### config.mk
export PLATFORM = sky130hd
export DESIGN_NAME = dtpb_fifo
export DESIGN_NICKNAME = d
export VERILOG_FILES = /design/src/dtpb_pkg.sv /design/src/dtpb_fifo.sv
export SDC_FILE = /design/constraint.sdc
export NUM_CORES = 1
export LEC_CHECK = 0
export ABC_AREA = 1
export BUFFER_PORTS_ARGS = -buffer_cell sky130_fd_sc_hd__buf_4
export CAP_MARGIN = 20
export CORE_ASPECT_RATIO = 1.75
export CORE_MARGIN = 1
export CORE_UTILIZATION = 45
export DETAILED_ROUTE_END_ITERATION = 10
export PLACE_DENSITY = 0.7
export SETUP_SLACK_MARGIN = 0.1
export SLEW_MARGIN = 20
export SYNTH_ARGS = -nofsm -noshare
export SYNTH_HDL_FRONTEND = slang
export SYNTH_SLANG_ARGS = --single-unit
### constraint.sdc
create_clock -name clk -period 2.8 [get_ports clk]
set_input_delay 0.28 -clock clk [delete_from_list [all_inputs] [get_ports clk]]
set_output_delay 0.28 -clock clk [all_outputs]
set_load 0.01 [all_outputs]
### src/dtpb_pkg.sv
// Shared types and constants for the depth-tested pixel buffer.
`default_nettype none

package dtpb_pkg;

  // Default sizes of the store
  localparam int MAX_WIDTH_DEF  = 256;
  localparam int MAX_HEIGHT_DEF = 128;
  localparam int DEPTH_BITS_DEF = 16;

  // Entries in each queue between front, back and result port
  localparam int QUEUE_DEPTH = 4;

  // Configuration register indexes
  localparam logic [1:0] CFG_VIEW_WIDTH  = 2'd0;
  localparam logic [1:0] CFG_VIEW_HEIGHT = 2'd1;
  localparam logic [1:0] CFG_PEN_COLOR   = 2'd2;

  // Configuration reset values
  localparam logic [8:0] VIEW_WIDTH_RST  = 9'd256;
  localparam logic [7:0] VIEW_HEIGHT_RST = 8'd128;
  localparam logic [3:0] PEN_COLOR_RST   = 4'd0;

  // Request codes
  typedef enum logic [1:0] {
    REQ_PLOT  = 2'd0,
    REQ_READ  = 2'd1,
    REQ_CLEAR = 2'd2
  } req_t;

  // Back-end sequencer states
  typedef enum logic [1:0] {
    BK_SWEEP,
    BK_IDLE,
    BK_EXEC
  } back_state_t;

  // One result beat
  typedef struct packed {
    logic       plot_written;
    logic [7:0] attribute;
    logic       in_range;
  } result_t;

endpackage

`default_nettype wire

### src/dtpb_fifo.sv
// Small synchronous queue used between the front, the back and the result port.
`default_nettype none

module dtpb_fifo #(
  parameter int WIDTH = 8,
  parameter int DEPTH = dtpb_pkg::QUEUE_DEPTH
) (
  input  wire logic             clk,
  input  wire logic             rst_n,
  input  wire logic             push,
  input  wire logic [WIDTH-1:0] din,
  output logic                  full,
  input  wire logic             pop,
  output logic [WIDTH-1:0]      dout,
  output logic                  empty
);
  import dtpb_pkg::*;

  localparam int PW = (DEPTH > 1) ? $clog2(DEPTH) : 1;
  localparam int CW = $clog2(DEPTH + 1);
  localparam logic [PW-1:0] LAST_PTR = PW'(DEPTH - 1);
  localparam logic [CW-1:0] FULL_CNT = CW'(DEPTH);

  logic [WIDTH-1:0] slot_r [DEPTH];
  logic [PW-1:0]    wr_ptr_r, wr_ptr_nxt;
  logic [PW-1:0]    rd_ptr_r, rd_ptr_nxt;
  logic [CW-1:0]    count_r, count_nxt;
  logic             do_push, do_pop;

  assign full    = (count_r == FULL_CNT);
  assign empty   = (count_r == '0);
  assign do_push = push && !full;
  assign do_pop  = pop && !empty;
  assign dout    = slot_r[rd_ptr_r];

  // Pointer and count update
  always_comb begin
    wr_ptr_nxt = wr_ptr_r;
    rd_ptr_nxt = rd_ptr_r;
    count_nxt  = count_r;
    if (do_push) begin
      wr_ptr_nxt = (wr_ptr_r == LAST_PTR) ? '0 : wr_ptr_r + 1'b1;
    end
    if (do_pop) begin
      rd_ptr_nxt = (rd_ptr_r == LAST_PTR) ? '0 : rd_ptr_r + 1'b1;
    end
    if (do_push && !do_pop) begin
      count_nxt = count_r + 1'b1;
    end else if (do_pop && !do_push) begin
      count_nxt = count_r - 1'b1;
    end
  end

  always_ff @(posedge clk) begin
    if (!rst_n) begin
      wr_ptr_r <= '0;
      rd_ptr_r <= '0;
      count_r  <= '0;
    end else begin
      wr_ptr_r <= wr_ptr_nxt;
      rd_ptr_r <= rd_ptr_nxt;
      count_r  <= count_nxt;
    end
  end

  // Storage, no reset
  always_ff @(posedge clk) begin
    if (do_push) begin
      slot_r[wr_ptr_r] <= din;
    end
  end

endmodule

`default_nettype wire

# Yosys cells after proc, flatten, opt, wreduce, memory -nomap -nowiden
# Memory sizes are Yosys's and may differ from the RTL's. A register that Yosys moved wholly into a read port is not among the register bits.
# Cells that the tools add are included.
[word_totals]
regBits = 7
ramBits = 32
in_bits = 12
output_inout_bits = 10
elab_cells = 29
n_memories = 1
[op_classes]
addsub = 4
eq_ne = 3
mux = 8
reduce_logical = 10
[mem_list]
columns = ["name", "depth", "word_bits", "read_ports", "rd_clocked_by_memory_dff", "write_ports", "line", "text"]
rows = [
  ["slot_r", 4, 8, 1, 1, 1, "dtpb_fifo.sv:24", "logic [WIDTH-1:0] slot_r [DEPTH];"],
]
[op_table]
columns = ["operator", "n"]
rows = [
  ["2-bit 2-to-1 mux", 4],
  ["3-bit 2-to-1 mux", 2],
  ["2-bit by 1-bit adder with 2-bit output (second input constant)", 2],
  ["2-bit equality test (second input constant)", 2],
  ["1-bit logical AND", 4],
  ["1-bit zero test", 4],
  ["3-bit by 1-bit adder with 3-bit output (second input constant)", 1],
  ["3-bit equality test (second input constant)", 1],
  ["3-bit zero test", 1],
  ["3-bit by 1-bit subtractor with 3-bit output (second input constant)", 1],
  ["1-bit 2-to-1 mux", 2],
  ["2-bit nonzero test", 1],
]

# Longest topological paths before layout
# Gate-level depths: netlist of run 1.
[depth]
ltp_word = 7
depth_mapped = 13
depth_no_buf = 13

# Least setup slack after synthesis of run 1
# No wires, ideal clock.
[synth_timing]
path_type = "reg2reg"
startpoint = "register count_r[1]"
endpoint = "register count_r[1]"
setup_time_ns = 0.116
arrival_time_ns = 1.574
slack_ns = 1.110
path_stages_with_launch = 10
period_less_slack_ns = 1.690
cell_sequence = "dfxtp_1 nor2_1 nand2_1 nand2_2 inv_1 ha_1 inv_1 fa_1 o21ai_0 nor2_1"
[synth_between]
word_cells_on_any_way = 15
classes_between = "add/sub: 2; eq/ne: 1; mux: 2; reduce/logical: 10"
[synth_rtl]
columns = ["item", "line", "text"]
rows = [
  ["start: declaration", "dtpb_fifo.sv:27", "logic [CW-1:0] count_r, count_nxt;"],
  ["start signal: assignment", "dtpb_fifo.sv:62", "count_r <= count_nxt;"],
  ["3-bit equality test", "dtpb_fifo.sv:30", "assign full = (count_r == FULL_CNT);"],
  ["1-bit zero test", "dtpb_fifo.sv:32", "assign do_push = push && !full;"],
  ["1-bit logical AND", "dtpb_fifo.sv:32", ""],
  ["named net do_push", "dtpb_fifo.sv:28", "logic do_push, do_pop;"],
  ["1-bit logical AND", "dtpb_fifo.sv:47", "if (do_push && !do_pop) begin"],
  ["3-bit 2-to-1 mux", "dtpb_fifo.sv:47", ""],
  ["named net count_nxt[1]", "dtpb_fifo.sv:27", ""],
]
# The timed path passes the listed nets, and every way through them passes these cells. The select of a mux whose other input is x is not followed.
# A chain may end at the register's enable or synchronous reset.

# Worst setup path in the final report of run 1
[layout_timing]
startpoint = "register count_r[0]"
endpoint = "register count_r[2]"
[layout_between]
elab_chain_len = 6
word_cells_on_any_way = 15
classes_between = "add/sub: 2; eq/ne: 1; mux: 2; reduce/logical: 10"
[layout_rtl]
columns = ["item", "line", "text"]
rows = [
  ["3-bit equality test *", "dtpb_fifo.sv:30", ""],
  ["1-bit zero test *", "dtpb_fifo.sv:32", ""],
  ["1-bit logical AND *", "dtpb_fifo.sv:32", ""],
  ["named net do_push", "dtpb_fifo.sv:28", ""],
  ["1-bit zero test", "dtpb_fifo.sv:49", "end else if (do_pop && !do_push) begin"],
  ["1-bit logical AND", "dtpb_fifo.sv:49", ""],
  ["2-bit nonzero test (no line)", "--", ""],
]
# The timed path passes the listed nets; every way through them passes the cells marked *. The select of a mux whose other input is x is not followed.

==> impl_metrics.csv, run 1 <==
group,metric,value,unit
placed_design,dp_hpwl,2165,um
route,wirelength,3139,um
grt,grt_pass1_wl,5112,um
placed_design,portBuffers,21,
grt,grt_max_degree,17,
cells_and_area,regArea,1141,um2
grt,grt_use_total,0.1736,
grt,use_met2,0.3227,
critical_path,crit_fanout,7,
grt,overflow,0,
logic_synthesis,synth_seq_cells,41,
logic_synthesis,synthFlopType,"edfxtp_1",
timing,finalHoldViolCount,0,
placed_design,dp_slack,0.9075,ns
timing,layout_min_cycle_time,1.919,ns
die,io-pin-count,22,
grt,first_global_vias,1179,
cells_and_area,finalNetCount,194,
critical_path,path_class,"flip-flop to flip-flop",
logic_synthesis,synth_fp_nets,167,
timing,relSlewSlack,0.4677,
status,status,"complete, no violations",
logic_synthesis,syn_area_per_cell,11.44,um2
route,initialDrtViolationCount,45,
route,routed_via_density,5.122,
route,route.detailed.drc,0,
logic_synthesis,async_flop_share,0,
clock_network,path_clk_slew,0.08,ns
worst_hold_path,hp-class,"primary input to flip-flop",
grt,grt_util_met3,0.04762,
clock_network,cts-resized-gates,0,
timing,max_slew.worst_pin.slew,0.7955,ns
die,die-height,83.14,um
logic_synthesis,synth.top_cell.area_share,0.5676,
clock_network,htreeDepth,2,
critical_path,critPathLaunchType,"flip-flop",
cells_and_area,multiInputGateArea,457.9,um2
cells_and_area,fillers,294,
pwr,powerDensity,962.7,nW/um2
logic_synthesis,yosysTopAreaCell,"edfxtp_1",
job,max_cap_violations,0,
timing,setup_tns,0,ns
timing,worst_slack,0.8809,ns
logic_synthesis,ys_top_cells_by_area,"edfxtp_1 (57%), dfxtp_1 (11%), nor2_1 (7.3%)",
grt,grt_util_met1,0.1611,
clock_network,cts_tree,"built",
clock_network,cts_inserted_buffers,5,
logic_synthesis,yosysMostFrequentCell,"nor2_1",
die,die_w,48.37,um
cells_and_area,drive_above_1_share,0.1989,
clock_network,clk_path_buf_depth,2,
logic_synthesis,synth_edf_count,32,
critical_path,crit_required,3.03,ns
grt,grt-busiest-layer,"met2",
logic_synthesis,synthCells,148,
route,wl_per_cell,14.14,um
placed_design,place.gp.congestion,0.7790,
pwr,leakagePower,0.8122,nW
timing,maxClockFrequency,0.5211,GHz
timing,setup_viol,0,
die,initial_core_util,0.4713,
route,firstDrtPassIters,4,
critical_path,arrival,2.15,ns
cells_and_area,syn_to_final_growth,18.92,%
timing,slew_violations,0,
clock_network,cts.sinks,41,
die,die-area,4021,um2
route,ant_nets,0,
timing,clock_skew,0.008060,ns
logic_synthesis,yosysSeqAreaShare,0.6741,
timing,rsz0062_at_grt,"false",
clock_network,clock_latency,0.30,ns
critical_path,cp-end-kind,"flip-flop",
logic_synthesis,yosys_warnings,0,
route,via_count,1137,
logic_synthesis,synthDistinctLibCells,18,
cells_and_area,n_antenna_cell,0,
clock_network,cts_setup_buffers,0,
clock_network,root_buffer,"clkbuf_8",
clock_network,cts_hold_buf,0,
pwr,irDropWorstVdd,0.6738,mV
logic_synthesis,synth_common_cells,"nor2_1 (33), edfxtp_1 (32), inv_1 (18)",
die,coreArea,3592,um2
logic_synthesis,syn_area,1693,um2
timing,timing.final.crit_share,0.6854,
grt,antenna_found_initial,0,
die,rows,29,
-- power breakdown --
part,switching [W],leakage [nW],internal [W],total (W)
combinational,0.000364,0.387,0.000258,0.000621
clock,0.000198,0.0574,0.000290,0.000488
sequential,0.0000714,0.368,0.000757,0.000829
total,0.000633,0.812,0.00130,0.00194
-- routing by layer --
metal | wire, um | up-vias | part of all wire
met4 | 61 | 0 | 0.019
met3 | 126 | 5 | 0.040
li1 | - | 553 | -
met2 | 1748 | 27 | 0.56
met5 | 0 | - | 0
met1 | 1202 | 552 | 0.38
-- flip-flops by register name, summed over array words and instances (netlist names), named ones only --
signal	flops
slot_r	32
count_r	3
rd_ptr_r	2
wr_ptr_r	2
-- layout make-up --
type                       instances  area share
sequential                        41      0.5668
multi-input combinational         86      0.2275
timing repair buffer              22     0.08204
clock buffer                       6     0.04102
inverter                          19     0.03543
tap                               46     0.02859
clock inverter                     2     0.01865
-- worst max-delay path: stages, from the launching register on --
cell     delay [ns]
dfxtp_1        0.40
nor2_1         0.08
nand2_1        0.13
nand2_2        0.12
inv_1          0.08
ha_1           0.16
inv_1          0.07
fa_1           0.39
nand2_1        0.12
nand3_1        0.10
nand2_1        0.06
inv_1          0.03
nor2_1         0.10
-- logic make-up (layout without fill, tap and decap cells) --
logic type	count (synthesis)	after routing	synth area share
AND/OR/NAND/NOR	51	51	0.1190
flip-flops	41	41	0.6741
AO/OA/AOI/OAI	28	28	0.09535
buffers and inverters	21	49	0.05543
adder cells (fa/ha/maj)	7	7	0.05617
-- cell usage in the layout, fill, tap and decap left out, types with 2 or more instances in the layout --
master / n
edfxtp_1: 32
nor2_1: 33
nand2_1: 14
a21oi_1: 2
o22ai_1: 8
ha_1: 6
dfxtp_1: 9
o21ai_0: 14
inv_1: 18
o21ai_2: 3
buf_4: 22
clkbuf_8: 6
-- worst paths after layout --
path	start	end	depth (start not counted)	slack (ns)
worst min register to register	count_r[0]	count_r[0]	2	0.53
worst max-delay path	count_r[0]	count_r[2]	12	0.88
worst max register to register	count_r[0]	count_r[2]	12	0.88
worst min-delay path	din[4]	slot_r[0][4]	1	0.18
-- through the flow --
| step | area (um2) | power, W | utilization | hold slack, ns | std cells |
|---|---|---|---|---|---|
| after floorplan | 1693 | 0.001220 | - | 0.3789 | 148 |
| after global placement | 1893 | 0.001415 | 0.5270 | 0.4785 | 214 |
| after detailed placement | 1893 | 0.001467 | 0.5270 | 0.4824 | 214 |
| after CTS | 2013 | 0.001945 | 0.5604 | 0.1758 | 222 |
| after global routing | 2013 | 0.002061 | 0.5604 | 0.1719 | 222 |
| final | 2013 | 0.001938 | 0.5604 | 0.1803 | 222 |
Note: power is estimated with default switching activity, not from simulation.
==> run 2, diff against run 1 <==
Settings changed: ABC_AREA 1 to 0, PLACE_DENSITY 0.7 to 0.72.
Clock period 2.8 ns to 1.75 ns, I/O delays scaled along.
==> impl_metrics.csv, run 2 <==
group,metric,value,unit
critical_path,cp_cell_sequence,"buf_6, o31ai_4, ha_4, inv_2, fa_2, xor2_1, or3_1, a21boi_1",
pwr,combPwrFrac,0.342,
critical_path,critical_path.slowest_cell,"fa_2",
critical_path,arrival,2.13,ns
logic_synthesis,synth_seq_cells,41,
logic_synthesis,yosys_warnings,0,
clock_network,htreeDepth,2,
route,routed_via_density,5.119,
critical_path,crit_family,"adder cells",
cells_and_area,n_antenna_cell,0,
timing,max_slew.worst_pin.slew,0.3841,ns
logic_synthesis,yosysSeqAreaShare,0.6999,
critical_path,cp.buffers_inverters,2,
placed_design,place.gp.congestion,0.6871,
pwr,irDropWorstVdd,1.138,mV
grt,grt_max_degree,13,
cells_and_area,final_common_cell,"edfxtp_1",
clock_network,clock_latency,0.28,ns
timing,worst_slack,-0.1670,ns
pwr,leakagePower,0.7846,nW
clock_network,path_clk_slew,0.07,ns
placed_design,post-place-cells,167,
route,firstDrtPassIters,3,
grt,antenna_found_initial,0,
clock_network,cts_inserted_buffers,5,
cells_and_area,largest_register,"slot_r",
clock_network,cts_tree,"built",
worst_hold_path,hp-class,"primary input to flip-flop",
clock_network,cts.sinks,41,
cells_and_area,largest_reg_flops,32,
critical_path,crit_path_max_incr_delay,0.34,ns
timing,setup_tns,-0.1670,ns
placed_design,portBuffers,21,
critical_path,cp-end-kind,"flip-flop",
status,violations,"setup timing",
timing,finalHoldViolCount,0,
route,route.detailed.drc,0,
die,die-area,3877,um2
route,via_count,906,
timing,maxClockFrequency,0.5216,GHz
cells_and_area,top_regs,"slot_r (32), count_r (3)",
route,wl_per_cell,15.45,um
pwr,p_sw,0.0007907,W
logic_synthesis,synthDistinctLibCells,23,
timing,setup_viol,1,
die,initial_core_util,0.4749,
grt,first_global_vias,929,
critical_path,crit_fanout,4,
timing,timing.final.crit_share,1.095,
grt,overflow,0,
status,status,"finished with violations",
critical_path,r2r-start,"count_r[2]",
logic_synthesis,syn_area,1630,um2
route,wirelength,2734,um
placed_design,dp_hpwl,1910,um
critical_path,path_class,"flip-flop to flip-flop",
timing,relSlewSlack,0.7436,
timing,clock_skew,0.005404,ns
cells_and_area,drive_above_1_share,0.4470,
clock_network,root_buffer,"clkbuf_8",
logic_synthesis,syn_area_per_cell,17.53,um2
critical_path,critPathLaunchType,"flip-flop",
timing,layout_min_cycle_time,1.917,ns
cells_and_area,fin_cells,177,
die,io-pin-count,22,
clock_network,clk_path_buf_depth,2,
logic_synthesis,synth.top_cell.area_share,0.5894,
pwr,internal_power,0.002122,W
timing,rsz0062_at_grt,"true",
critical_path,cp-startpoint,"count_r[2]",
logic_synthesis,async_flop_share,0,
critical_path,crit_required,1.96,ns
die,die-height,81.63,um
logic_synthesis,ys_top_cells_by_area,"edfxtp_1 (59%), dfxtp_1 (11%), mux4_2 (11%)",
cells_and_area,layout_common_cells,"edfxtp_1 (32), buf_4 (29), mux4_2 (8), nand2_1 (6), clkbuf_8 (6)",
logic_synthesis,synth_fp_nets,112,
route,ant_nets,0,
die,rows,28,
grt,grt_use_total,0.1629,
cells_and_area,finalNetCount,150,
pwr,clockPowerShare,0.209,
logic_synthesis,synth_common_cells,"edfxtp_1 (32), dfxtp_1 (9), mux4_2 (8)",
pwr,seqPwrFrac,0.449,
pwr,powerDensity,1370,nW/um2
cells_and_area,syn_to_final_growth,30.47,%
logic_synthesis,synthCells,93,
route,initialDrtViolationCount,13,
worst_hold_path,hold_start,"din[0]",
logic_synthesis,yosysTopAreaCell,"edfxtp_1",
die,coreArea,3433,um2
logic_synthesis,synth_edf_count,32,
cells_and_area,fillers,283,
die,die_w,47.50,um
pwr,switching_share,0.2714,
grt,grt_pass1_wl,4160,um
logic_synthesis,yosysMostFrequentCell,"edfxtp_1",
logic_synthesis,synthFlopType,"edfxtp_1",
job,max_cap_violations,0,
timing,slew_violations,0,
## run 2: final timing paths
path                                endpoint  slack, ns  cells past startpoint
worst min register to register   wr_ptr_r[1]       0.51                      2
worst max register to register    count_r[2]      -0.17                      8
worst max-delay path              count_r[2]      -0.17                      8
worst min-delay path            slot_r[2][0]       0.09                      1
## run 2: power by group through the flow
| stage | Sequential, W | Clock [W] | Combinational, W |
|---|---|---|---|
| 2_1_floorplan | 0.00130 | 0 | 0.000536 |
| 3_3_place_gp | 0.00131 | 0 | 0.000910 |
| 3_5_place_dp | 0.00132 | 0 | 0.000946 |
| 4_1_cts | 0.00130 | 0.000634 | 0.000969 |
| 5_1_grt | 0.00132 | 0.000663 | 0.00110 |
| 6_report | 0.00131 | 0.000608 | 0.000996 |
## run 2: stage by stage
step                hold slack [ns]  utilization  power (W)  instance area (um2)  worst slack [ns]
floorplan                    0.2739            -   0.001840                 1674          -0.09693
global placement             0.3730       0.5813   0.002216                 1996          -0.07726
detailed placement           0.3772       0.5813   0.002266                 1996           -0.1941
CTS                         0.07105       0.6126   0.002905                 2103           -0.1683
global route                0.07269       0.6195   0.003088                 2127           -0.2293
finish                      0.08566       0.6195   0.002913                 2127           -0.1670
## run 2: final cells by class
cell class	instances	area, um2	area share
flip-flops and latches	41	1151	0.5412
multi-input cells	45	498.0	0.2341
clock buffers	8	90.09	0.04235
repair buffers	35	320.3	0.1506
inverters	3	11.26	0.005294
well taps	45	56.30	0.02647
## run 2: kinds of logic (layout without fill, tap and decap cells)
kind of cell | Yosys count | count (layout) | synth area share
DFF | 41 | 41 | 0.6999
muxes | 11 | 11 | 0.1289
AOI/OAI and AO/OA | 5 | 5 | 0.01842
adders and majority gates | 7 | 7 | 0.05833
buffers and inverters | 7 | 46 | 0.01765
and+or+nand+nor | 20 | 20 | 0.06600
xor gates and xnor gates | 2 | 2 | 0.01075
## run 2: what timing repair did
| item | CTS | global route |
|---|---|---|
| endpoints found under the setup margin | 10 | 10 |
| hold buffers | 0 | 0 |
| pin swaps | 0 | 1 |
| resized for setup | 3 | 5 |
| setup buffers | 1 | 1 |
## run 2: per-layer routing
metal  track usage  share of wire  vias to the layer above
met5             0              0                        -
met4        0.1171          0.041                        0
met3       0.05275          0.048                       12
met2        0.2740           0.57                       29
met1        0.1552           0.34                      443
li1              -              -                      422
