--- src/dtpb_pkg.sv ---
// Shared types and constants for the depth-tested pixel buffer.
`default_nettype none

package dtpb_pkg;

  // Default sizes of the store
  localparam int MAX_WIDTH_DEF  = 256;
  localparam int MAX_HEIGHT_DEF = 128;
  localparam int DEPTH_BITS_DEF = 16;

  // Entries in each queue between front, back and result port
  localparam int QUEUE_DEPTH = 4;

  // Configuration register indexes
  localparam logic [1:0] CFG_VIEW_WIDTH  = 2'd0;
  localparam logic [1:0] CFG_VIEW_HEIGHT = 2'd1;
  localparam logic [1:0] CFG_PEN_COLOR   = 2'd2;

  // Configuration reset values
  localparam logic [8:0] VIEW_WIDTH_RST  = 9'd256;
  localparam logic [7:0] VIEW_HEIGHT_RST = 8'd128;
  localparam logic [3:0] PEN_COLOR_RST   = 4'd0;

  // Request codes
  typedef enum logic [1:0] {
    REQ_PLOT  = 2'd0,
    REQ_READ  = 2'd1,
    REQ_CLEAR = 2'd2
  } req_t;

  // Back-end sequencer states
  typedef enum logic [1:0] {
    BK_SWEEP,
    BK_IDLE,
    BK_EXEC
  } back_state_t;

  // One result beat
  typedef struct packed {
    logic       plot_written;
    logic [7:0] attribute;
    logic       in_range;
  } result_t;

endpackage

`default_nettype wire

--- src/dtpb_front.sv ---
// Front end: bounds test, row-offset multiply and depth saturation.
`default_nettype none

module dtpb_front #(
  parameter int MAX_WIDTH  = dtpb_pkg::MAX_WIDTH_DEF,
  parameter int MAX_HEIGHT = dtpb_pkg::MAX_HEIGHT_DEF,
  parameter int DEPTH_BITS = dtpb_pkg::DEPTH_BITS_DEF,
  parameter int AW         = 15
) (
  input  wire logic                   clk,
  input  wire logic                   rst_n,
  input  wire logic                   accept,
  input  wire logic [1:0]             req_type,
  input  wire logic [9:0]             x_coord,
  input  wire logic [9:0]             y_coord,
  input  wire logic signed [15:0]     depth_in,
  input  wire logic [8:0]             view_width,
  input  wire logic [7:0]             view_height,
  output logic                        ready,
  input  wire logic                   q_full,
  output logic                        q_push,
  output logic [1:0]                  cmd_req,
  output logic                        cmd_in_range,
  output logic [AW-1:0]               cmd_idx,
  output logic signed [DEPTH_BITS-1:0] cmd_depth
);
  import dtpb_pkg::*;

  localparam logic [10:0] MAX_W = 11'(MAX_WIDTH);
  localparam logic [10:0] MAX_H = 11'(MAX_HEIGHT);
  localparam logic signed [31:0] D_HI = 32'((64'd1 << (DEPTH_BITS - 1)) - 64'd1);
  localparam logic signed [31:0] D_LO = -D_HI - 32'sd1;

  logic        valid_r, valid_nxt;
  logic [1:0]  req_r;
  logic        range_r;
  logic [AW-1:0] prod_r;
  logic [9:0]  x_r;
  logic signed [DEPTH_BITS-1:0] depth_r;

  logic [10:0] w_eff, h_eff;
  logic        on_screen;
  logic [20:0] prod_full;
  logic [20:0] idx_sum;
  logic signed [31:0] d_ext, d_sat;

  // Effective screen and strict bounds
  always_comb begin
    w_eff     = ({2'b00, view_width} < MAX_W) ? {2'b00, view_width} : MAX_W;
    h_eff     = ({3'b000, view_height} < MAX_H) ? {3'b000, view_height} : MAX_H;
    on_screen = ({1'b0, x_coord} < w_eff) && ({1'b0, y_coord} < h_eff);
  end

  // Row offset; x is added after the register
  assign prod_full = 21'(y_coord) * 21'(w_eff);

  // Saturate depth to the stored width
  always_comb begin
    d_ext = 32'(depth_in);
    if (d_ext > D_HI) begin
      d_sat = D_HI;
    end else if (d_ext < D_LO) begin
      d_sat = D_LO;
    end else begin
      d_sat = d_ext;
    end
  end

  assign ready     = !valid_r || !q_full;
  assign q_push    = valid_r && !q_full;
  assign valid_nxt = accept ? 1'b1 : (q_full ? valid_r : 1'b0);

  always_ff @(posedge clk) begin
    if (!rst_n) begin
      valid_r <= 1'b0;
    end else begin
      valid_r <= valid_nxt;
    end
  end

  // Stage register, payload only
  always_ff @(posedge clk) begin
    if (accept) begin
      req_r   <= req_type;
      range_r <= on_screen;
      prod_r  <= prod_full[AW-1:0];
      x_r     <= x_coord;
      depth_r <= d_sat[DEPTH_BITS-1:0];
    end
  end

  // Linear index y * w + x
  assign idx_sum      = 21'(prod_r) + 21'(x_r);
  assign cmd_idx      = idx_sum[AW-1:0];
  assign cmd_req      = req_r;
  assign cmd_in_range = range_r;
  assign cmd_depth    = depth_r;

endmodule

`default_nettype wire

--- config.mk ---
export PLATFORM = sky130hd
export DESIGN_NAME = dtpb_front
export DESIGN_NICKNAME = d
export VERILOG_FILES = /design/src/dtpb_pkg.sv /design/src/dtpb_front.sv
export SDC_FILE = /design/constraint.sdc
export NUM_CORES = 1
export LEC_CHECK = 0
export ABC_AREA = 1
export BUFFER_PORTS_ARGS = -buffer_cell sky130_fd_sc_hd__buf_2
export CAP_MARGIN = 20
export CELL_PAD_IN_SITES_DETAIL_PLACEMENT = 1
export CELL_PAD_IN_SITES_GLOBAL_PLACEMENT = 1
export CORE_UTILIZATION = 38
export CTS_CLUSTER_DIAMETER = 150
export DETAILED_ROUTE_END_ITERATION = 8
export PLACE_DENSITY_LB_ADDON = 0.3
export SLEW_MARGIN = 20
export SYNTH_ARGS = -nofsm -noshare
export SYNTH_HDL_FRONTEND = slang
export SYNTH_SLANG_ARGS = --single-unit
--- constraint.sdc ---
create_clock -name clk -period 4.4 [get_ports clk]
set_clock_uncertainty 0.15 [all_clocks]
set_input_delay 0.22 -clock clk [delete_from_list [all_inputs] [get_ports clk]]
set_output_delay 0.22 -clock clk [all_outputs]
set_load 0.01 [all_outputs]
* Yosys cells after proc, flatten, opt, wreduce, memory -nomap -nowiden
Index checks and enable logic that the tools add are counted.
Storage, ports and cells: bits of input ports 59, register bits after elaboration 45
Cells by class: $mul 1, muxes and demuxes 5, reduce and logical (&&, ||, !) cells 5, equality and inequality tests 1, order comparisons 6, add/subtract/negate cells 1
Operators with widths (number):
- 16-bit > comparator, second input constant | 1
- 16-bit less-than comparator, second input constant | 1
- 16-bit 2-to-1 mux | 1
- 15-bit by 10-bit adder with 15-bit output | 1
- 10-bit by 9-bit multiplier with 15-bit output | 1
- 10-bit by 8-bit less-than comparator with 1-bit output | 1
- 10-bit by 9-bit less-than comparator with 1-bit output | 1
- 9-bit less-than comparator, second input constant | 1
- 9-bit 2-to-1 mux | 1
- 8-bit less-than comparator, second input constant | 1
- 8-bit 2-to-1 mux | 1
- 1-bit logical AND | 2
- 1-bit logical NOT | 2
- 1-bit 2-to-1 mux | 2
- 2-bit != test, second input constant | 1
- 1-bit logical OR | 1

* Logic depth before layout (Yosys ltp)
Gate-level depths: netlist of the first run.
depth in word-level cells 4, depth in mapped cells 24, mapped depth without buffers 23

* Worst setup path after synthesis of the first run
No wires, ideal clock.
kind input-to-reg, start point in view_width[8], end point reg prod_r[14], data pin, path buffers 2, data arrival time 3964 ps, slack 34 ps, stages on the path 22, cell sequence buf_6 -> inv_6 -> buf_4 -> nand2_1 -> inv_1 -> nand2_1 -> fa_1 -> inv_1 -> fa_1 -> fa_1 -> inv_1 -> fa_1 -> inv_1 -> ha_1 -> a21oi_1 -> nand2_1 -> nand2_1 -> nand3_1 -> nor2_1 -> inv_1 -> nand2_1 -> nand2_1
Between the ends: cells in the longest elaborated chain, start to end 3
RTL lines:
- start, declared | line dtpb_front.sv:17 | input wire logic [8:0] view_width,
- 9-bit less-than comparator | line dtpb_front.sv:49 | w_eff = ({2'b00, view_width} < MAX_W) ? {2'b00, view_width} : MAX_W;
- 9-bit 2-to-1 mux * | line dtpb_front.sv:49
- 10-bit by 9-bit multiplier with 15-bit output * | line dtpb_front.sv:55 | assign prod_full = 21'(y_coord) * 21'(w_eff);
- named net prod_full[14] | line dtpb_front.sv:43 | logic [20:0] prod_full;
- end signal, assigned | line dtpb_front.sv:86 | prod_r <= prod_full[AW-1:0];
- end, declared | line dtpb_front.sv:37 | logic [AW-1:0] prod_r;
Mark *: on every way through the listed nets, which the timed path passes. The rest lies on a longest branch. A chain may end at the register's enable or synchronous reset.

* Worst setup path after layout of the first run
Same ends and word-level chain as after synthesis.

==> results by group, run 1 <==
Status
  – Outcome: finished, final reports clean

Finish
  – Post-layout net count: 890
  – Fin util: 49.2%
  – Synth-to-layout area growth: 24.7%
  – Area occupied by multi-input gates: 3120 um2
  – Sequential cell area: 1340 um2
  – Final Non-Filler Cells: 900
  – Ant diodes: 0
  – FILL cells: 1574
  – Fraction of layout instances using a drive strength above 1: 19.9%

Routing
  – DR iter-0 viols: 157
  – Remaining antenna violation count after routing: 0
  – # DRC: 0
  – Metal-1 WL: 5.71 mm
  – Final WL: 14.4 mm
  – Total vias in the final route: 4305
  – Top layer in use: met4
  – Routed wire per std cell: 16.0 um
  – DRT Pass-1 Iters: 4
  – Met3 routed WL: 456 um
  – WL met2: 7.79 mm
  – Vias per cell: 4.78

Critical path
  – Crit path cell chain: buf_2 > buf_4 > nor2_4 > inv_1 > nor2_2 > fa_1 > fa_1 > fa_1 > inv_1 > fa_1 > inv_1 > ha_1 > a21oi_1 > nand2_1 > nand2_1 > nand3_1 > nor2_1 > inv_1 > nand2_1 > nand2_1
  – WP buf/inv: 6
  – Reg2reg end: valid_r
  – Crit path DAT: 4.08 ns
  – Startpoint Class: input pin
  – Worst path top cell family by delay: adder cells
  – CP max FO: 4
  – Kind of critical path: in -> reg
  – CP Depth: 20
  – Critical Path RT: 4.29 ns
  – Worst r2r src: valid_r
  – R2R cell count: 2
  – Critical-path top delay cell: fa_1
  – FF-to-FF setup slack: 3.64 ns
  – CP Capture Type: register
  – Worst path max stage delay: 0.54 ns

Timing
  – Setup-failing EPs final: 0
  – Worst-margin pin slew: 0.955 ns
  – Hold Vio Cnt, Final: 0
  – Slew Viols, Final: 0
  – Max Fclk: 0.239 GHz
  – Period utilisation layout: 95.1%
  – Period minus WS final: 4.18 ns
  – Max-slew headroom: 36.4%
  – Setup TNS: 0 ns
  – RSZ-0062 raised after global routing: false
  – Final worst slack: 0.216 ns

Pwr
  – Internal Pwr Total: 0.00135 W
  – Part of the power in the clock network: 19.6%
  – Sw Pwr: 0.000929 W
  – Cell Pwr Density: 364 nW/um2
  – Maximum VDD drop: 0.000138 V
  – Leak: 3.36 nW
  – Sequential share of power: 26.7%
  – Design Power: 0.00228 W
  – Sw frac: 40.8%
  – Logic pwr share: 53.7%

Floorplan
  – # rows: 41
  – Core Box Area: 12700 um2
  – DIE WIDTH: 117 um
  – Die height: 117 um
  – Die area: 13700 um2
  – Boundary pin count: 95
  – Starting Density: 39.4%

Synth
  – Post-synthesis sequential area ratio: 26.7%
  – Main flop type after synthesis: edfxtp_1
  – Post-Syn Area: 5020 um2
  – Post-synth top area cell: edfxtp_1
  – Mux cell area share after synthesis: 0%
  – Flops & latches, synth: 45
  – Mean Syn Cell Area: 8.44 um2
  – Post-Synthesis Cells: 594
  – Net count after synthesis: 757
  – Post-synth EDFFs: 44
  – Largest family of logic cells by synthesized area: adder cells
  – Top cell type's share of synthesized area: 26.3%
  – Synth Warn #: 0
  – Post-synthesis xor/xnor area fraction: 2.79%
  – Yosys cell types: 39
  – Simple-Gate Fraction of Synth Area: 20.7%
  – Compound-Gate Fraction of Synth Area: 4.46%
  – Synth Area in Adders: 33.9%
  – Main area contributors after synthesis: edfxtp_1 26%, fa_1 21%, ha_1 13%
  – Ys async rst share: 0%

Clock tree
  – Clock tree buffer depth: 2
  – H-tree levels: 2
  – CTS tree: done
  – Clock sink count: 45
  – CTS Buf Count: 5
  – Clk slew on worst S/H paths: 0.07 ns
  – Post-CTS setup buffers: 0
  – CTS root buffer: clkbuf_16
  – Clk Latency, worst-skew pair: 0.30 ns

Global route
  – GRT Util Overall: 23.4%
  – Largest net degree at the start of global routing: 46
  – Number of global-route vias before repair: 4961
  – Global-route wire length before repair: 23.8 mm
  – Initial antenna violation count: 0
  – Gr ovfl total: 0

Hold path
  – WHS Path Cells: 2
  – Hold EP: valid_r
  – Worst hold path type: in -> reg
  – Hold_sp: rst_n

Placed design
  – DP Wirelength: 12.0 mm
  – Placed insts: 867
  – # port buffers: 94
  – Gpl congestion: 0.891
  – Post-Place Worst Slack: -0.102 ns

Flow run
  – MaxCap Viol Count: 0
## cell families (layout without fill, tap and decap cells)
logic type / after synthesis / after routing
AO/OA/AOI/OAI: 37 / 37
XOR/XNOR: 16 / 16
adder cells (fa/ha/maj): 104 / 104
buffers and inverters: 148 / 282
flip-flops: 45 / 45
AND/OR/NAND/NOR: 244 / 244
## state kept, by name, indices dropped and copies added, names as in the netlist
register and cells:
valid_r 1, x_r 10, prod_r 15, cmd_in_range 1
cmd_req 2, cmd_depth 16
## power by group through the flow
stage	logic (W)	registers [W]	clock network (W)
floorplan	0.000778	0.000611	0
global placement	0.00114	0.000611	0
detailed placement	0.00120	0.000618	0
CTS	0.00123	0.000608	0.000448
global route	0.00140	0.000618	0.000465
finish	0.00122	0.000608	0.000447
## repair_timing
| item | CTS | global route |
|---|---|---|
| hold buffers | 25 | 0 |
| gates resized for setup | 0 | 4 |
| setup endpoints to repair | 0 | 2 |
| hold endpoints to repair | 25 | 0 |
## cell usage in the layout (no fill, tap or decap), types with 6 or more instances in the layout
| cell type | netlist | final |
|---|---|---|
| nand2_1 | 133 | 133 |
| inv_1 | 126 | 126 |
| buf_2 | 0 | 94 |
| nor2_1 | 62 | 61 |
| fa_1 | 53 | 53 |
| ha_1 | 51 | 50 |
| edfxtp_1 | 44 | 44 |
| nand3_1 | 27 | 27 |
| dlygate4sd3_1 | 0 | 25 |
| buf_4 | 1 | 25 |
| a21oi_1 | 15 | 15 |
| xor2_1 | 13 | 13 |
| nand3_2 | 6 | 6 |
## metal layers
metal	GRT usage (%)	vias to the layer above
li1	-	2096
met1	25.8	2101
met2	46.9	88
met3	0.772	20
met4	9.62	0
met5	0	-
## synth_stat cells, types with 2 or more instances
cell	instances
a211oi_1	2
a21o_1	3
a21oi_1	15
a31oi_1	2
clkbuf_1	16
edfxtp_1	44
fa_1	53
ha_1	51
inv_1	126
inv_2	2
nand2_1	133
nand3_1	27
nand3_2	6
nand3b_1	2
nand4_1	5
nor2_1	62
nor3_1	3
o21ai_0	6
o21ai_1	2
xnor2_1	3
xor2_1	13
## metrics by stage
step | hold WS, ns | cell area, um2
after global routing | 0.0165 | 6250
final | 0.0176 | 6250
after CTS | 0.0160 | 6230
after floorplan | 0.169 | 5020
after detailed placement | 0.249 | 5810
after global placement | 0.248 | 5810
## cell type report
class / instances / area share [%]
sequential: 45 / 21.4
clock buffer: 5 / 2.00
tap: 172 / 3.44
multi-input combinational: 401 / 49.9
timing repair buffer: 144 / 14.5
inverter: 130 / 7.88
clock inverter: 3 / 0.760
## how the worst max path moves through the flow
stage / startpoint / endpoint / slack (ns)
6_report: view_width[8] / prod_r[14] / 0.22
5_1_grt: view_width[8] / prod_r[14] / 0.002
4_1_cts: view_width[8] / prod_r[14] / 0.20
3_5_place_dp: view_width[8] / prod_r[14] / -0.10
3_3_place_gp: view_width[8] / prod_r[14] / 0.02
2_1_floorplan: view_width[8] / prod_r[14] / 0.03
## worst register-to-register path, cell delays in order (launching register included)
cell      delay (ns)
dfxtp_1         0.34
nand2_1         0.07
a21boi_0        0.14
No activity file was read; power rests on OpenSTA's default activity.
==> run 2: changes to the inputs <==
--- a/config.mk
+++ b/config.mk
@@ -10,7 +10,7 @@
 export CAP_MARGIN = 20
 export CELL_PAD_IN_SITES_DETAIL_PLACEMENT = 1
 export CELL_PAD_IN_SITES_GLOBAL_PLACEMENT = 1
-export CORE_UTILIZATION = 38
+export CORE_UTILIZATION = 43
 export CTS_CLUSTER_DIAMETER = 150
 export DETAILED_ROUTE_END_ITERATION = 8
 export PLACE_DENSITY_LB_ADDON = 0.3
==> constraint.sdc (replaced) <==
create_clock -name clk -period 4.2 [get_ports clk]
set_clock_uncertainty 0.15 [all_clocks]
set_input_delay 0.63 -clock clk [delete_from_list [all_inputs] [get_ports clk]]
set_output_delay 0.63 -clock clk [all_outputs]
set_load 0.01 [all_outputs]
==> results by group, run 2 (same netlist as run 1, synthesis figures left out) <==
Timing
  – Period utilisation layout: 105%
  – RSZ-0062 raised after global routing: true
  – Worst-margin pin slew: 1.00 ns (+0.0462 ns)
  – Slew Viols, Final: 0 (unchanged)
  – Hold Vio Cnt, Final: 0 (unchanged)
  – Setup-failing EPs final: 6 (+6)
  – Final worst slack: -0.218 ns (-0.433 ns)
  – Setup TNS: -0.730 ns (-0.730 ns)
  – Max Fclk: 0.226 GHz
  – Period minus WS final: 4.42 ns
  – Max-slew headroom: 33.3% (-3.1 points)

Flow run
  – MaxCap Viol Count: 0 (unchanged)

Critical path
  – CP Capture Type: register
  – Worst path max stage delay: 0.53 ns (about the same)
  – WP buf/inv: 7 (+1)
  – Crit path cell chain: buf_12 > clkinv_8 > buf_12 > nand2_8 > clkinv_8 > nand2_4 > fa_1 > inv_1 > fa_1 > fa_1 > inv_1 > fa_1 > inv_2 > ha_4 > nand2_4 > nor2_1 > and3_1 > nor2_2 > nand3_1 > nand2_1
  – Critical-path top delay cell: fa_1
  – Startpoint Class: input pin
  – Critical Path RT: 4.10 ns (-0.19 ns)
  – Crit path DAT: 4.32 ns (+0.24 ns)
  – CP max FO: 6 (+2)
  – Worst path top cell family by delay: adder cells
  – Kind of critical path: in -> reg
  – Most common cell on crit path: fa_1

Placed design
  – Gpl congestion: 0.857 (-3.8%)
  – Placed inst area: 6360 um2 (+9.5%)
  – # port buffers: 94 (unchanged)
  – DP Wirelength: 12.8 mm (+6.6%)

Routing
  – # DRC: 0 (unchanged)
  – DRT Pass-1 Iters: 4 (unchanged)
  – Remaining antenna violation count after routing: 0 (unchanged)
  – DR iter-0 viols: 165 (+5.1%)
  – Final WL: 16.8 mm (+17%)
  – Routed wire per std cell: 18.9 um (+18%)
  – Total vias in the final route: 4552 (+5.7%)
  – Vias per cell: 5.11 (+6.8%)

Clock tree
  – Clock sink count: 45 (unchanged)
  – H-tree levels: 2 (unchanged)
  – Clock tree buffer depth: 2 (unchanged)
  – CTS root buffer: clkbuf_16
  – CTS Buf Count: 5 (unchanged)
  – Clk slew on worst S/H paths: 0.07 ns (about the same)
  – Hold_buf cts: 0 (-100%)
  – CTS tree: done
  – Clk Latency, worst-skew pair: 0.30 ns (about the same)

Status
  – Outcome: finished with violations
  – Failing checks: negative setup slack

Pwr
  – Cell Pwr Density: 403 nW/um2 (+11%)
  – Maximum VDD drop: 0.000314 V (+130%)
  – Leak: 3.55 nW (+5.5%)

Global route
  – Initial antenna violation count: 0 (unchanged)
  – Largest net degree at the start of global routing: 46 (unchanged)
  – Global-route wire length before repair: 24.4 mm (+2.4%)
  – GRT Util Overall: 27.1% (+3.7 points)
  – Number of global-route vias before repair: 5091 (+2.6%)
  – Gr ovfl total: 0 (unchanged)

Finish
  – Fin util: 60.6% (+11 points)
  – Post-layout net count: 910 (+2.2%)
  – Synth-to-layout area growth: 37.4%
  – Fraction of layout instances using a drive strength above 1: 37.4% (+18 points)
  – Ant diodes: 0 (unchanged)
  – Largest register FFs: 16 (unchanged)
  – Most frequent cells in the layout: 109 x nand2_1, 105 x inv_1, 93 x buf_2
  – Commonest non-fill, non-tap cell in the layout: nand2_1
  – Finished Cell Area: 6890 um2 (+10%)

Floorplan
  – Boundary pin count: 95 (unchanged)
  – Die height: 110 um (-5.9%)
  – DIE WIDTH: 110 um (-5.9%)
  – Core Box Area: 11400 um2 (-11%)
  – Starting Density: 44.1% (+4.7 points)
  – Die area: 12100 um2 (-11%)
  – # rows: 39 (-4.9%)

Hold path
  – Worst hold path type: in -> reg
==> run 2: changes by cell type in the layout (fill, tap and decap cells not counted), sizes merged <==
cell,previous run,this run
buf,119,164
bufinv,1,0
clkinv,1,4
clkinvlp,0,1
dlygate4sd3,25,0
inv,131,128
==> run 2: what timing repair did <==
action,CTS,global route
pin swaps,22,57
endpoints found under the hold margin,0,0
endpoints found under the setup margin,7,8
setup buffers,5,11
resized for setup,23,50
==> run 2: metrics by stage <==
step	cells	hold slack, ns	worst slack [ns]	total power (W)
after floorplan	594	0.383	-0.233	0.00158
after global placement	868	0.323	-0.377	0.00201
after detailed placement	868	0.352	-0.514	0.00211
after CTS	881	0.355	-0.109	0.00255
after global routing	891	0.356	-0.346	0.00296
final	891	0.355	-0.218	0.00278
==> run 2: cell type report <==
class	instances	area [um2]
Clock buffer	5	125
Clock inverter	3	20.0
Fill cell	1372	4480
Inverter	130	531
Multi-Input combinational cell	401	3600
Sequential cell	45	1340
Tap cell	143	179
Timing Repair Buffer	164	1100
==> run 2: power breakdown <==
part | internal [W] | total (W) | switching, W
combinational | 0.000769 | 0.00174 | 0.000972
clock | 0.000221 | 0.000397 | 0.000176
sequential | 0.000597 | 0.000637 | 0.0000407
total | 0.00159 | 0.00278 | 0.00119
==> run 2: path summary, 6_finish.rpt <==
check / to / cells past startpoint / start / slack (ns)
setup / recovery: prod_r[14] / 20 / view_width[8] / -0.22
hold reg to reg: valid_r / 2 / valid_r / 0.37
setup reg to reg: valid_r / 2 / valid_r / 3.41
hold / removal: cmd_depth[3] / 1 / depth_in[3] / 0.36
==> run 2: per-layer routing <==
| layer | vias up | part of all wire (%) | GRT usage, % |
|---|---|---|---|
| li1 | 2135 | - | - |
| met1 | 2263 | 36 | 27.5 |
| met2 | 115 | 57 | 56.2 |
| met3 | 39 | 3.3 | 1.88 |
| met4 | 0 | 3.2 | 10.7 |
| met5 | - | 0 | 0 |
